### src/hw/rtl/lspmd_pkg.sv
`timescale 1ns / 1ps

package lspmd_pkg;

  // Field widths
  localparam int unsigned POS_W    = 10;
  localparam int unsigned DUTY_W   = 16;
  localparam int unsigned SUPPLY_W = 16;
  localparam int unsigned VOLT_W   = 24;
  localparam int unsigned DB_W     = 4;
  localparam int unsigned MODE_W   = 3;
  localparam int unsigned LOSS_W   = 2;

  // Divider for set_voltage / supply, and the ratio width it leaves
  localparam int unsigned DIV_W    = VOLT_W;
  localparam int unsigned DSR_W    = SUPPLY_W;
  localparam int unsigned RATIO_W  = 7;
  localparam int unsigned PROD_W   = DUTY_W + RATIO_W;

  // Division of the product by 100: floor(x / 100) equals (x * ceil(2^30 / 100)) >> 30
  // for every x below 2^23, and the quotient stays below 2^17
  localparam int unsigned QUOT_W      = 17;
  localparam int unsigned RECIP_W     = 24;
  localparam int unsigned RECIP_SHIFT = 30;
  localparam logic [RECIP_W-1:0] RECIP_100 = 24'd10737419;

  // Configuration register indexes
  localparam int unsigned CFG_IDX_W = 2;
  localparam logic [CFG_IDX_W-1:0] CFG_SET_VOLTAGE  = 2'd0;
  localparam logic [CFG_IDX_W-1:0] CFG_DEFAULT_DUTY = 2'd1;
  localparam logic [CFG_IDX_W-1:0] CFG_UPPER_POS    = 2'd2;
  localparam logic [CFG_IDX_W-1:0] CFG_DEADBAND     = 2'd3;

  // Configuration reset values
  localparam logic [VOLT_W-1:0] SET_VOLTAGE_RST  = 24'd240000;
  localparam logic [DUTY_W-1:0] DEFAULT_DUTY_RST = 16'd100;
  localparam logic [POS_W-1:0]  UPPER_POS_RST    = 10'd399;
  localparam logic [DB_W-1:0]   DEADBAND_RST     = 4'd3;

  // Command modes
  localparam logic [MODE_W-1:0] MODE_SEEK = 3'd0;
  localparam logic [MODE_W-1:0] MODE_DOWN = 3'd1;
  localparam logic [MODE_W-1:0] MODE_UP   = 3'd2;
  localparam logic [MODE_W-1:0] MODE_IDLE = 3'd3;

  // Request kinds
  localparam logic FUNC_CMD  = 1'b0;
  localparam logic FUNC_TICK = 1'b1;

  // Compensation scaling and rounding
  localparam logic [DSR_W-1:0]  SCALE_DIV    = 16'd100;
  localparam logic [DSR_W-1:0]  ROUND_HALF   = 16'd50;
  localparam logic [LOSS_W-1:0] LOSS_MAX     = 2'd3;
  localparam logic [DUTY_W-1:0] DUTY_MAX     = 16'hFFFF;

  typedef struct packed {
    logic                func;
    logic [MODE_W-1:0]   mode;
    logic [POS_W-1:0]    target_position;
    logic [POS_W-1:0]    current_position;
    logic                up_limit_hit;
    logic                down_limit_hit;
    logic                link_ok;
    logic                driver_fault;
    logic [SUPPLY_W-1:0] supply_sample;
  } lspmd_req_t;

  typedef struct packed {
    logic [DUTY_W-1:0] duty;
    logic              direction_down;
    logic              done_res;
    logic              position_override_valid;
    logic [POS_W-1:0]  position_override_value;
    logic              driver_reset_pulse;
  } lspmd_res_t;

  typedef struct packed {
    logic accept;
    logic start_div1;
    logic load_prod;
    logic load_quot;
    logic load_out;
  } lspmd_cmd_t;

  typedef struct packed {
    logic need_div;
    logic div_done;
    logic out_free;
  } lspmd_sts_t;

endpackage

### src/hw/rtl/limit_switch_position_motor_drive.sv
`timescale 1ns / 1ps

// Position motor drive with limit switches.
// Input channel (in_valid / in_stall / in_req): one request per command or 10 ms tick.
//   A request is taken at a clock edge with in_valid high and in_stall low.
// Output channel (out_valid / out_stall / out_res): exactly one result per request,
//   taken at an edge with out_valid high and out_stall low. The result sits in an
//   output register, so the block takes its next request while that result waits.
// Configuration (cfg_valid / cfg_ready / cfg_index / cfg_data): cfg_ready is always
//   high; write only while the block is idle.
// Sequencing: a tick, or a command that leaves the motor unpowered or uses the
//   uncompensated duty, passes from acceptance through the decide state to the
//   output register. A command that needs supply compensation also runs a restoring
//   division (set_voltage / supply), a 16x7 multiply and a reciprocal multiply for
//   the division by 100 before its result is loaded. A new request is taken only
//   once the result of the last one is in the output register.
// Reset (rst, synchronous, active high) restores the register defaults, clears the
//   loss watchdog, duty and direction, and empties the output register.
// While out_stall is high the result holds; a finished next result waits inside
//   and in_stall stays high until the output register frees.
module limit_switch_position_motor_drive (
  input  logic                            clk,
  input  logic                            rst,
  input  logic                            in_valid,
  output logic                            in_stall,
  input  lspmd_pkg::lspmd_req_t           in_req,
  output logic                            out_valid,
  input  logic                            out_stall,
  output lspmd_pkg::lspmd_res_t           out_res,
  input  logic                            cfg_valid,
  output logic                            cfg_ready,
  input  logic [lspmd_pkg::CFG_IDX_W-1:0] cfg_index,
  input  logic [lspmd_pkg::VOLT_W-1:0]    cfg_data
);
  import lspmd_pkg::*;

  lspmd_cmd_t cmd;
  lspmd_sts_t sts;
  logic       cfg_wr;

  // Configuration writes never wait
  assign cfg_ready = 1'b1;
  assign cfg_wr    = cfg_valid & cfg_ready;

  // Sequencer: accept, decide, optional compensation steps, hand over the result
  lspmd_ctrl u_ctrl (
    .clk      (clk),
    .rst      (rst),
    .in_valid (in_valid),
    .in_stall (in_stall),
    .sts      (sts),
    .cmd      (cmd)
  );

  // Registers, direction and power decision, divider, multipliers and output register
  lspmd_dp u_dp (
    .clk       (clk),
    .rst       (rst),
    .cmd       (cmd),
    .sts       (sts),
    .in_req    (in_req),
    .out_valid (out_valid),
    .out_stall (out_stall),
    .out_res   (out_res),
    .cfg_wr    (cfg_wr),
    .cfg_index (cfg_index),
    .cfg_data  (cfg_data)
  );

endmodule

### src/hw/rtl/lspmd_div.sv
`timescale 1ns / 1ps

module lspmd_div (
  input  logic                      clk,
  input  logic                      rst,
  input  logic                      start,
  input  logic [lspmd_pkg::DIV_W-1:0] dividend,
  input  logic [lspmd_pkg::DSR_W-1:0] divisor,
  output logic                      done,
  output logic [lspmd_pkg::DIV_W-1:0] quotient
);
  import lspmd_pkg::*;

  localparam int unsigned CNT_W = $clog2(DIV_W);
  localparam logic [CNT_W-1:0] CNT_LAST = CNT_W'(DIV_W - 1);

  logic             busy;
  logic [CNT_W-1:0] count;
  logic [DIV_W-1:0] dvd;
  logic [DSR_W-1:0] rem;
  logic [DSR_W-1:0] dsr;
  logic [DSR_W:0]   rem_sh;
  logic [DSR_W:0]   rem_diff;
  logic             ge;
  logic [DSR_W-1:0] rem_next;

  // One restoring step per cycle: shift in the next dividend bit, subtract if it fits
  always_comb begin
    rem_sh   = {rem, dvd[DIV_W-1]};
    rem_diff = rem_sh - {1'b0, dsr};
    ge       = (rem_sh >= {1'b0, dsr});
    rem_next = ge ? rem_diff[DSR_W-1:0] : rem_sh[DSR_W-1:0];
  end

  always_ff @(posedge clk) begin
    if (rst) begin
      busy  <= 1'b0;
      done  <= 1'b0;
      count <= '0;
    end else begin
      done <= 1'b0;
      if (start) begin
        busy  <= 1'b1;
        count <= '0;
      end else if (busy) begin
        count <= count + 1'b1;
        if (count == CNT_LAST) begin
          busy <= 1'b0;
          done <= 1'b1;
        end
      end
    end
  end

  always_ff @(posedge clk) begin
    if (start) begin
      dvd <= dividend;
      rem <= '0;
      dsr <= divisor;
    end else if (busy) begin
      dvd <= {dvd[DIV_W-2:0], ge};
      rem <= rem_next;
    end
  end

  assign quotient = dvd;

endmodule

### src/hw/rtl/lspmd_dp.sv
`timescale 1ns / 1ps

module lspmd_dp (
  input  logic                            clk,
  input  logic                            rst,
  input  lspmd_pkg::lspmd_cmd_t           cmd,
  output lspmd_pkg::lspmd_sts_t           sts,
  input  lspmd_pkg::lspmd_req_t           in_req,
  output logic                            out_valid,
  input  logic                            out_stall,
  output lspmd_pkg::lspmd_res_t           out_res,
  input  logic                            cfg_wr,
  input  logic [lspmd_pkg::CFG_IDX_W-1:0] cfg_index,
  input  logic [lspmd_pkg::VOLT_W-1:0]    cfg_data
);
  import lspmd_pkg::*;

  // Configuration
  logic [VOLT_W-1:0] set_voltage;
  logic [DUTY_W-1:0] default_duty;
  logic [POS_W-1:0]  upper_pos;
  logic [DB_W-1:0]   deadband;

  // Block state
  logic [LOSS_W-1:0] loss_count;
  logic [DUTY_W-1:0] duty_reg;
  logic              dir_reg;

  // Held request, compensation product and its quotient by 100
  lspmd_req_t        req_q;
  logic [PROD_W-1:0] prod_q;
  logic [QUOT_W-1:0] quot_q;

  // Divider
  logic              div_done;
  logic [DIV_W-1:0]  div_quot;

  // Division by 100
  logic [PROD_W+RECIP_W-1:0] recip_prod;
  logic [PROD_W-1:0]         quot_x100;
  logic [PROD_W-1:0]         rem_100;
  logic                      round_up;

  // Decision
  logic [POS_W:0]    cur_plus_db;
  logic [POS_W:0]    tgt_plus_db;
  logic              want_up;
  logic              want_down;
  logic              done_cmd;
  logic              up_block;
  logic              down_block;
  logic              power;
  logic              powered;
  logic              tick;
  logic [VOLT_W-1:0] supply_x100;
  logic              low_supply;
  logic [QUOT_W:0]   q_round;
  logic [DUTY_W-1:0] comp_duty;
  logic [DUTY_W-1:0] duty_cmd;
  logic [LOSS_W-1:0] loss_next;
  logic [DUTY_W-1:0] duty_next;
  logic              dir_next;
  lspmd_res_t        res_next;

  always_ff @(posedge clk) begin
    if (rst) begin
      set_voltage  <= SET_VOLTAGE_RST;
      default_duty <= DEFAULT_DUTY_RST;
      upper_pos    <= UPPER_POS_RST;
      deadband     <= DEADBAND_RST;
    end else if (cfg_wr) begin
      unique case (cfg_index)
        CFG_SET_VOLTAGE:  set_voltage  <= cfg_data;
        CFG_DEFAULT_DUTY: default_duty <= cfg_data[DUTY_W-1:0];
        CFG_UPPER_POS:    upper_pos    <= cfg_data[POS_W-1:0];
        CFG_DEADBAND:     deadband     <= cfg_data[DB_W-1:0];
      endcase
    end
  end

  // Product / 100 by reciprocal multiplication
  assign recip_prod = {{RECIP_W{1'b0}}, prod_q} * {{PROD_W{1'b0}}, RECIP_100};

  always_ff @(posedge clk) begin
    if (cmd.accept) begin
      req_q <= in_req;
    end
    if (cmd.load_prod) begin
      prod_q <= PROD_W'({{(PROD_W-DUTY_W){1'b0}}, default_duty} *
                        {{(PROD_W-RATIO_W){1'b0}}, div_quot[RATIO_W-1:0]});
    end
    if (cmd.load_quot) begin
      quot_q <= recip_prod[RECIP_SHIFT +: QUOT_W];
    end
  end

  // set_voltage / supply
  lspmd_div u_div (
    .clk      (clk),
    .rst      (rst),
    .start    (cmd.start_div1),
    .dividend (set_voltage),
    .divisor  (req_q.supply_sample),
    .done     (div_done),
    .quotient (div_quot)
  );

  always_comb begin
    tick        = (req_q.func == FUNC_TICK);
    cur_plus_db = {1'b0, req_q.current_position} + {{(POS_W+1-DB_W){1'b0}}, deadband};
    tgt_plus_db = {1'b0, req_q.target_position} + {{(POS_W+1-DB_W){1'b0}}, deadband};
    want_up   = 1'b0;
    want_down = 1'b0;
    done_cmd  = 1'b0;
    if (!req_q.link_ok) begin
      done_cmd = 1'b1;
    end else begin
      unique case (req_q.mode)
        MODE_SEEK: begin
          if ({1'b0, req_q.target_position} > cur_plus_db) begin
            want_up = 1'b1;
          end else if (tgt_plus_db < {1'b0, req_q.current_position}) begin
            want_down = 1'b1;
          end else begin
            done_cmd = 1'b1;
          end
        end
        MODE_DOWN: want_down = 1'b1;
        MODE_UP:   want_up   = 1'b1;
        MODE_IDLE: done_cmd  = 1'b1;
        default:   ;
      endcase
    end
    up_block   = want_up & req_q.up_limit_hit;
    down_block = want_down & req_q.down_limit_hit;
    power      = (want_up & ~req_q.up_limit_hit) | (want_down & ~req_q.down_limit_hit);
    powered    = ~tick & power & (default_duty != '0);

    // supply * 100 <= set_voltage is the same test as supply <= set_voltage / 100
    supply_x100 = ({{(VOLT_W-SUPPLY_W){1'b0}}, req_q.supply_sample} << 6)
                + ({{(VOLT_W-SUPPLY_W){1'b0}}, req_q.supply_sample} << 5)
                + ({{(VOLT_W-SUPPLY_W){1'b0}}, req_q.supply_sample} << 2);
    low_supply  = (supply_x100 <= set_voltage);

    // Remainder of the division by 100, then round up above one half
    quot_x100 = ({{(PROD_W-QUOT_W){1'b0}}, quot_q} << 6)
              + ({{(PROD_W-QUOT_W){1'b0}}, quot_q} << 5)
              + ({{(PROD_W-QUOT_W){1'b0}}, quot_q} << 2);
    rem_100   = prod_q - quot_x100;
    round_up  = (rem_100 > {{(PROD_W-DSR_W){1'b0}}, ROUND_HALF});
    q_round   = {1'b0, quot_q} + {{QUOT_W{1'b0}}, round_up};
    comp_duty = (q_round > {{(QUOT_W+1-DUTY_W){1'b0}}, DUTY_MAX}) ? DUTY_MAX
                                                                   : q_round[DUTY_W-1:0];
    duty_cmd  = !powered ? '0 : (low_supply ? default_duty : comp_duty);

    loss_next = !tick ? '0 : ((loss_count == LOSS_MAX) ? LOSS_MAX : loss_count + 1'b1);
    duty_next = tick ? ((loss_next == LOSS_MAX) ? '0 : duty_reg) : duty_cmd;
    dir_next  = (!tick && power) ? want_down : dir_reg;

    res_next.duty                    = duty_next;
    res_next.direction_down          = dir_next;
    res_next.done_res                = ~tick & (done_cmd | up_block | down_block);
    res_next.position_override_valid = ~tick & (up_block | down_block);
    res_next.position_override_value = (!tick && up_block) ? upper_pos : '0;
    res_next.driver_reset_pulse      = powered & req_q.driver_fault;
  end

  always_ff @(posedge clk) begin
    if (rst) begin
      loss_count <= '0;
      duty_reg   <= '0;
      dir_reg    <= 1'b0;
      out_valid  <= 1'b0;
    end else begin
      if (cmd.load_out) begin
        loss_count <= loss_next;
        duty_reg   <= duty_next;
        dir_reg    <= dir_next;
        out_valid  <= 1'b1;
      end else if (!out_stall) begin
        out_valid <= 1'b0;
      end
    end
  end

  always_ff @(posedge clk) begin
    if (cmd.load_out) begin
      out_res <= res_next;
    end
  end

  assign sts.need_div = powered & ~low_supply;
  assign sts.div_done = div_done;
  assign sts.out_free = ~out_valid | ~out_stall;

endmodule

### src/hw/rtl/lspmd_ctrl.sv
`timescale 1ns / 1ps

module lspmd_ctrl (
  input  logic                  clk,
  input  logic                  rst,
  input  logic                  in_valid,
  output logic                  in_stall,
  input  lspmd_pkg::lspmd_sts_t sts,
  output lspmd_pkg::lspmd_cmd_t cmd
);
  import lspmd_pkg::*;

  localparam logic [2:0] S_IDLE   = 3'd0;
  localparam logic [2:0] S_DECIDE = 3'd1;
  localparam logic [2:0] S_DIV1   = 3'd2;
  localparam logic [2:0] S_MUL    = 3'd3;
  localparam logic [2:0] S_FINISH = 3'd4;

  logic [2:0] state;
  logic [2:0] state_next;

  always_comb begin
    state_next = state;
    cmd        = '0;
    unique case (state)
      S_IDLE: begin
        if (in_valid) begin
          cmd.accept = 1'b1;
          state_next = S_DECIDE;
        end
      end
      S_DECIDE: begin
        if (sts.need_div) begin
          cmd.start_div1 = 1'b1;
          state_next     = S_DIV1;
        end else begin
          state_next = S_FINISH;
        end
      end
      S_DIV1: begin
        if (sts.div_done) begin
          cmd.load_prod = 1'b1;
          state_next    = S_MUL;
        end
      end
      S_MUL: begin
        // Take the product / 100 quotient
        cmd.load_quot = 1'b1;
        state_next    = S_FINISH;
      end
      S_FINISH: begin
        // Hold until the output register can take the result
        if (sts.out_free) begin
          cmd.load_out = 1'b1;
          state_next   = S_IDLE;
        end
      end
      default: state_next = S_IDLE;
    endcase
  end

  always_ff @(posedge clk) begin
    if (rst) begin
      state <= S_IDLE;
    end else begin
      state <= state_next;
    end
  end

  assign in_stall = (state != S_IDLE);

endmodule

### config.mk
export PLATFORM = sky130hd
export DESIGN_NAME = limit_switch_position_motor_drive
export DESIGN_NICKNAME = d
export VERILOG_FILES = /design/src/hw/rtl/lspmd_pkg.sv /design/src/hw/rtl/limit_switch_position_motor_drive.sv /design/src/hw/rtl/lspmd_div.sv /design/src/hw/rtl/lspmd_dp.sv /design/src/hw/rtl/lspmd_ctrl.sv
export SDC_FILE = /design/constraint.sdc
export NUM_CORES = 1
export LEC_CHECK = 0
export ABC_AREA = 1
export BUFFER_PORTS_ARGS = -buffer_cell sky130_fd_sc_hd__clkbuf_2
export CAP_MARGIN = 20
export CORE_MARGIN = 3
export CORE_UTILIZATION = 35
export DETAILED_ROUTE_END_ITERATION = 12
export SYNTH_ARGS = -nofsm -noshare
export SYNTH_HDL_FRONTEND = slang
export SYNTH_SLANG_ARGS = --single-unit
### constraint.sdc
create_clock -name clk -period 12.5 [get_ports clk]
set_clock_uncertainty 0.1 [all_clocks]
set_input_delay 2.5 -clock clk [delete_from_list [all_inputs] [get_ports clk]]
set_output_delay 2.5 -clock clk [all_outputs]
set_load 0.01 [all_outputs]
==> results.sh <==
export IMPL_initial_antenna_violation_count=1
export IMPL_design_core_area_mm2=0.0809
export IMPL_totalWireLength_um=72000
export IMPL_largest_register="u_dp.req_q"
export IMPL_cts_htree_levels=1
export IMPL_timing_max_cap_violations=0
export IMPL_total_clock_buffers_created_by_cts=27
export IMPL_ant_nets=0
export IMPL_synth_edf_count=154
export IMPL_yosys_register_bits=254
export IMPL_setup_worst_path_end_class="flop"
export IMPL_top_regs="u_dp.req_q: 43 flops, u_dp.out_res: 30 flops"
export IMPL_detail_route_first_pass_iterations=5
export IMPL_layout_worst_path_cycle_share_pct=53.9
export IMPL_syn_instance_count=3303
export IMPL_design_final_nets=4161
export IMPL_total_i_o_pin_count=108
export IMPL_design_die_area_mm2=0.0856
export IMPL_clk_root_buffer_cell="clkbuf_16"
export IMPL_cts_path_max_buffers=3
export IMPL_power_frac_comb_pct=27.5
export IMPL_achievable_frequency_mhz=148
export IMPL_ctsHoldBuffers=0
export IMPL_drt_drc_violations_left=0
export IMPL_hold_viol_final=0
export IMPL_yosysUniqueCellTypes=63
export IMPL_cp_slowest_stage_delay_ps=760
export IMPL_worst_endpoint_arrival_ps=6840
export IMPL_cp_max_fo=46
export IMPL_synth_net_count=4085
export IMPL_synth_cells_most_frequent="inv_1 (690), nand2_1 (570), ha_1 (408)"
export IMPL_leak_pwr_nw=15.9
export IMPL_p_int_mw=1.68
export IMPL_rows=104
export IMPL_holdCritPathClass="flop to flop"
export IMPL_power_switching_fraction_pct=32.6
export IMPL_io_buf_count=106
export IMPL_final_util_pct=38.7
export IMPL_power_sequential_fraction_pct=39.1
export IMPL_synth_most_common_cell="inv_1"
export IMPL_timing_worst_slew_pin_value_ps=1000
export IMPL_first_pass_grt_wire_length_um=115000
export IMPL_rsz0062_at_grt="no"
export IMPL_layout_area_overhead_vs_synth_pct=8.92
export IMPL_post_drt_via_cell_ratio=4.78
export IMPL_grtUsageTotal_pct=16.8
export IMPL_maximum_number_of_pins_on_one_net_before_global_route_repair=62
export IMPL_initial_core_util_pct=35.5
export IMPL_synth_async_sr_flop_share_pct=0
export IMPL_setup_failing_eps_final=0
export IMPL_irDropWorstVdd_uv=113
export IMPL_netlist_top_cells_area="fa_1 (21%), ha_1 (18%), edfxtp_1 (16%), inv_1 (9.0%), nand2_1 (7.4%)"
export IMPL_post_route_min_period_ps=6740
export IMPL_cp_required_ps=12590
export IMPL_worst_path_most_repeated_cell="nand2_1"
export IMPL_synth_top_area_share_pct=20.8
export IMPL_dr_total_vias=21306
export IMPL_clock_sink_count=254
export IMPL_largest_register_ffs=43
export IMPL_routabilityCongestion=0.929
export IMPL_clkSlewWorstSetupHoldPaths_ps=70
export IMPL_yosysWarningCount=0
export IMPL_total_switching_power_mw=0.812
export IMPL_final_critical_path_setup_slack_ps=5760
export IMPL_synth_area_mm2=0.0287
export IMPL_vias_in_the_first_global_route=21538
export IMPL_timing_setup_tns_ps=0
export IMPL_critPathKind="flop to flop"
export IMPL_dr_first_iter_drc_count=1194
export IMPL_worst_slew_margin_rel_pct=33.0
export IMPL_cts_repair_timing_setup_buffer_count=0
export IMPL_dieHeight_um=293
export IMPL_timing_critical_path_from_type="flop"
export IMPL_fin_total_pwr_mw=2.49
export IMPL_power_density_mw_per_mm2=79.6
export IMPL_status="finished clean"
export IMPL_seq_area_frac_synth_pct=23.1
export IMPL_grt_remaining_overflow=0
export IMPL_crit_slowest_cell="nand2_1"
export IMPL_cts_tree="done"
export IMPL_post_cts_resized_instances=0
export IMPL_detailedPlacementHpwl_um=60400
export IMPL_nFillCells=8324
export IMPL_dpl_worst_slack_ps=5090
export IMPL_part_of_the_power_in_the_clock_network_pct=33.5
export IMPL_slew_viol_final=0
export IMPL_dieWidth_um=293
export IMPL_postSynthAreaPerCell_um2=8.70
export IMPL_detail_routed_net_length_per_standard_cell_um=16.1
export IMPL_layout_drive_gt1_share_pct=7.26
export IMPL_postSynth_topFlopCell="edfxtp_1"
export IMPL_synthDominantAreaCellType="fa_1"
export IMPL_clk_latency_ps=580
==> stage by stage <==
| stage | instances | cell area (um^2) | hold slack [ps] |
|---|---|---|---|
| global placement | 4409 | 30300 | 344 |
| finish | 4461 | 31300 | 361 |
| detailed placement | 4409 | 30300 | 349 |
| global route | 4460 | 31300 | 381 |
| floorplan | 3303 | 28700 | 330 |
| CTS | 4459 | 31300 | 359 |
==> final timing paths <==
| path | start | to | slack [ps] | cells past startpoint |
|---|---|---|---|---|
| setup / recovery | u_dp.req_q[1] | u_dp.u_div.quotient[1] | 5760 | 31 |
| hold / removal | u_dp.upper_pos[4] | u_dp.upper_pos[4] | 360 | 2 |
| setup reg to reg | u_dp.req_q[1] | u_dp.u_div.quotient[1] | 5760 | 31 |
| hold reg to reg | u_dp.upper_pos[4] | u_dp.upper_pos[4] | 360 | 2 |
==> cells by family (layout without fill, tap and decap cells) <==
family                   count (synthesis)  count (layout)  share of synthesized area, %
AND/OR/NAND/NOR                       1013            1013                          15.2
buffers and inverters                  764             861                          10.3
adder cells (fa/ha/maj)                707             707                          38.6
AO/OA/AOI/OAI                          441             441                          9.07
flip-flops                             254             254                          23.1
XOR/XNOR                               122             122                          3.78
other                                    1               2                        0.0131
multiplexers                             1               1                        0.0348
==> cell type report <==
class | count | area, um^2 | share of cell area [%]
Antenna cell | 1 | 2.50 | 0.00800
Sequential cell | 254 | 6630 | 21.2
Timing Repair Buffer | 116 | 626 | 2.00
Clock buffer | 33 | 719 | 2.30
Inverter | 695 | 2620 | 8.36
Clock inverter | 17 | 201 | 0.644
Tap cell | 1060 | 1330 | 4.24
Multi-Input combinational cell | 2285 | 19200 | 61.3
==> placed cells by master (no fill, tap or decap), types with 9 or more instances in the layout <==
master | Yosys | final
a21o_1 | 9 | 9
a21oi_1 | 181 | 181
a21oi_2 | 9 | 9
a31oi_1 | 17 | 17
buf_4 | 2 | 9
clkbuf_16 | 0 | 28
clkbuf_2 | 0 | 106
dfxtp_1 | 100 | 100
edfxtp_1 | 154 | 154
fa_1 | 299 | 299
ha_1 | 408 | 408
inv_1 | 690 | 689
nand2_1 | 570 | 570
nand2_2 | 19 | 19
nand3_1 | 120 | 120
nand3b_1 | 17 | 17
nand4_1 | 22 | 22
nor2_1 | 195 | 193
nor3_1 | 27 | 25
nor4_1 | 16 | 16
o211ai_1 | 20 | 20
o21a_1 | 19 | 19
o21ai_0 | 109 | 109
o21ai_1 | 14 | 14
o21ai_2 | 25 | 25
o21bai_1 | 12 | 12
xnor2_1 | 31 | 31
xor2_1 | 90 | 90
==> power by group through the flow <==
| stage | logic (mW) | clock network [mW] | registers (mW) |
|---|---|---|---|
| 2_1_floorplan | 0.544 | 0 | 0.974 |
| 3_3_place_gp | 0.674 | 0 | 0.991 |
| 3_5_place_dp | 0.686 | 0 | 0.992 |
| 4_1_cts | 0.691 | 0.854 | 0.974 |
| 5_1_grt | 0.790 | 0.883 | 0.978 |
| 6_report | 0.685 | 0.834 | 0.974 |
==> per-layer routing <==
layer  GRT usage, %  share of wire [%]  wire length, um
met2           28.1                 46            33500
met3           2.59                5.7             4130
met5              0                  0                0
met4           3.95                2.2             1580
met1           23.0                 46            32800
==> critical path, delay by kind of cell (launching register included) <==
family                     cells  cell delay, ps
adders and majority gates      4            1280
DFF                            1             490
buffers and inverters          4             660
AOI/OAI and AO/OA              8            1170
xor gates and xnor gates       1             160
and+or+nand+nor               14            2440
(Power assumes the default switching activity.)
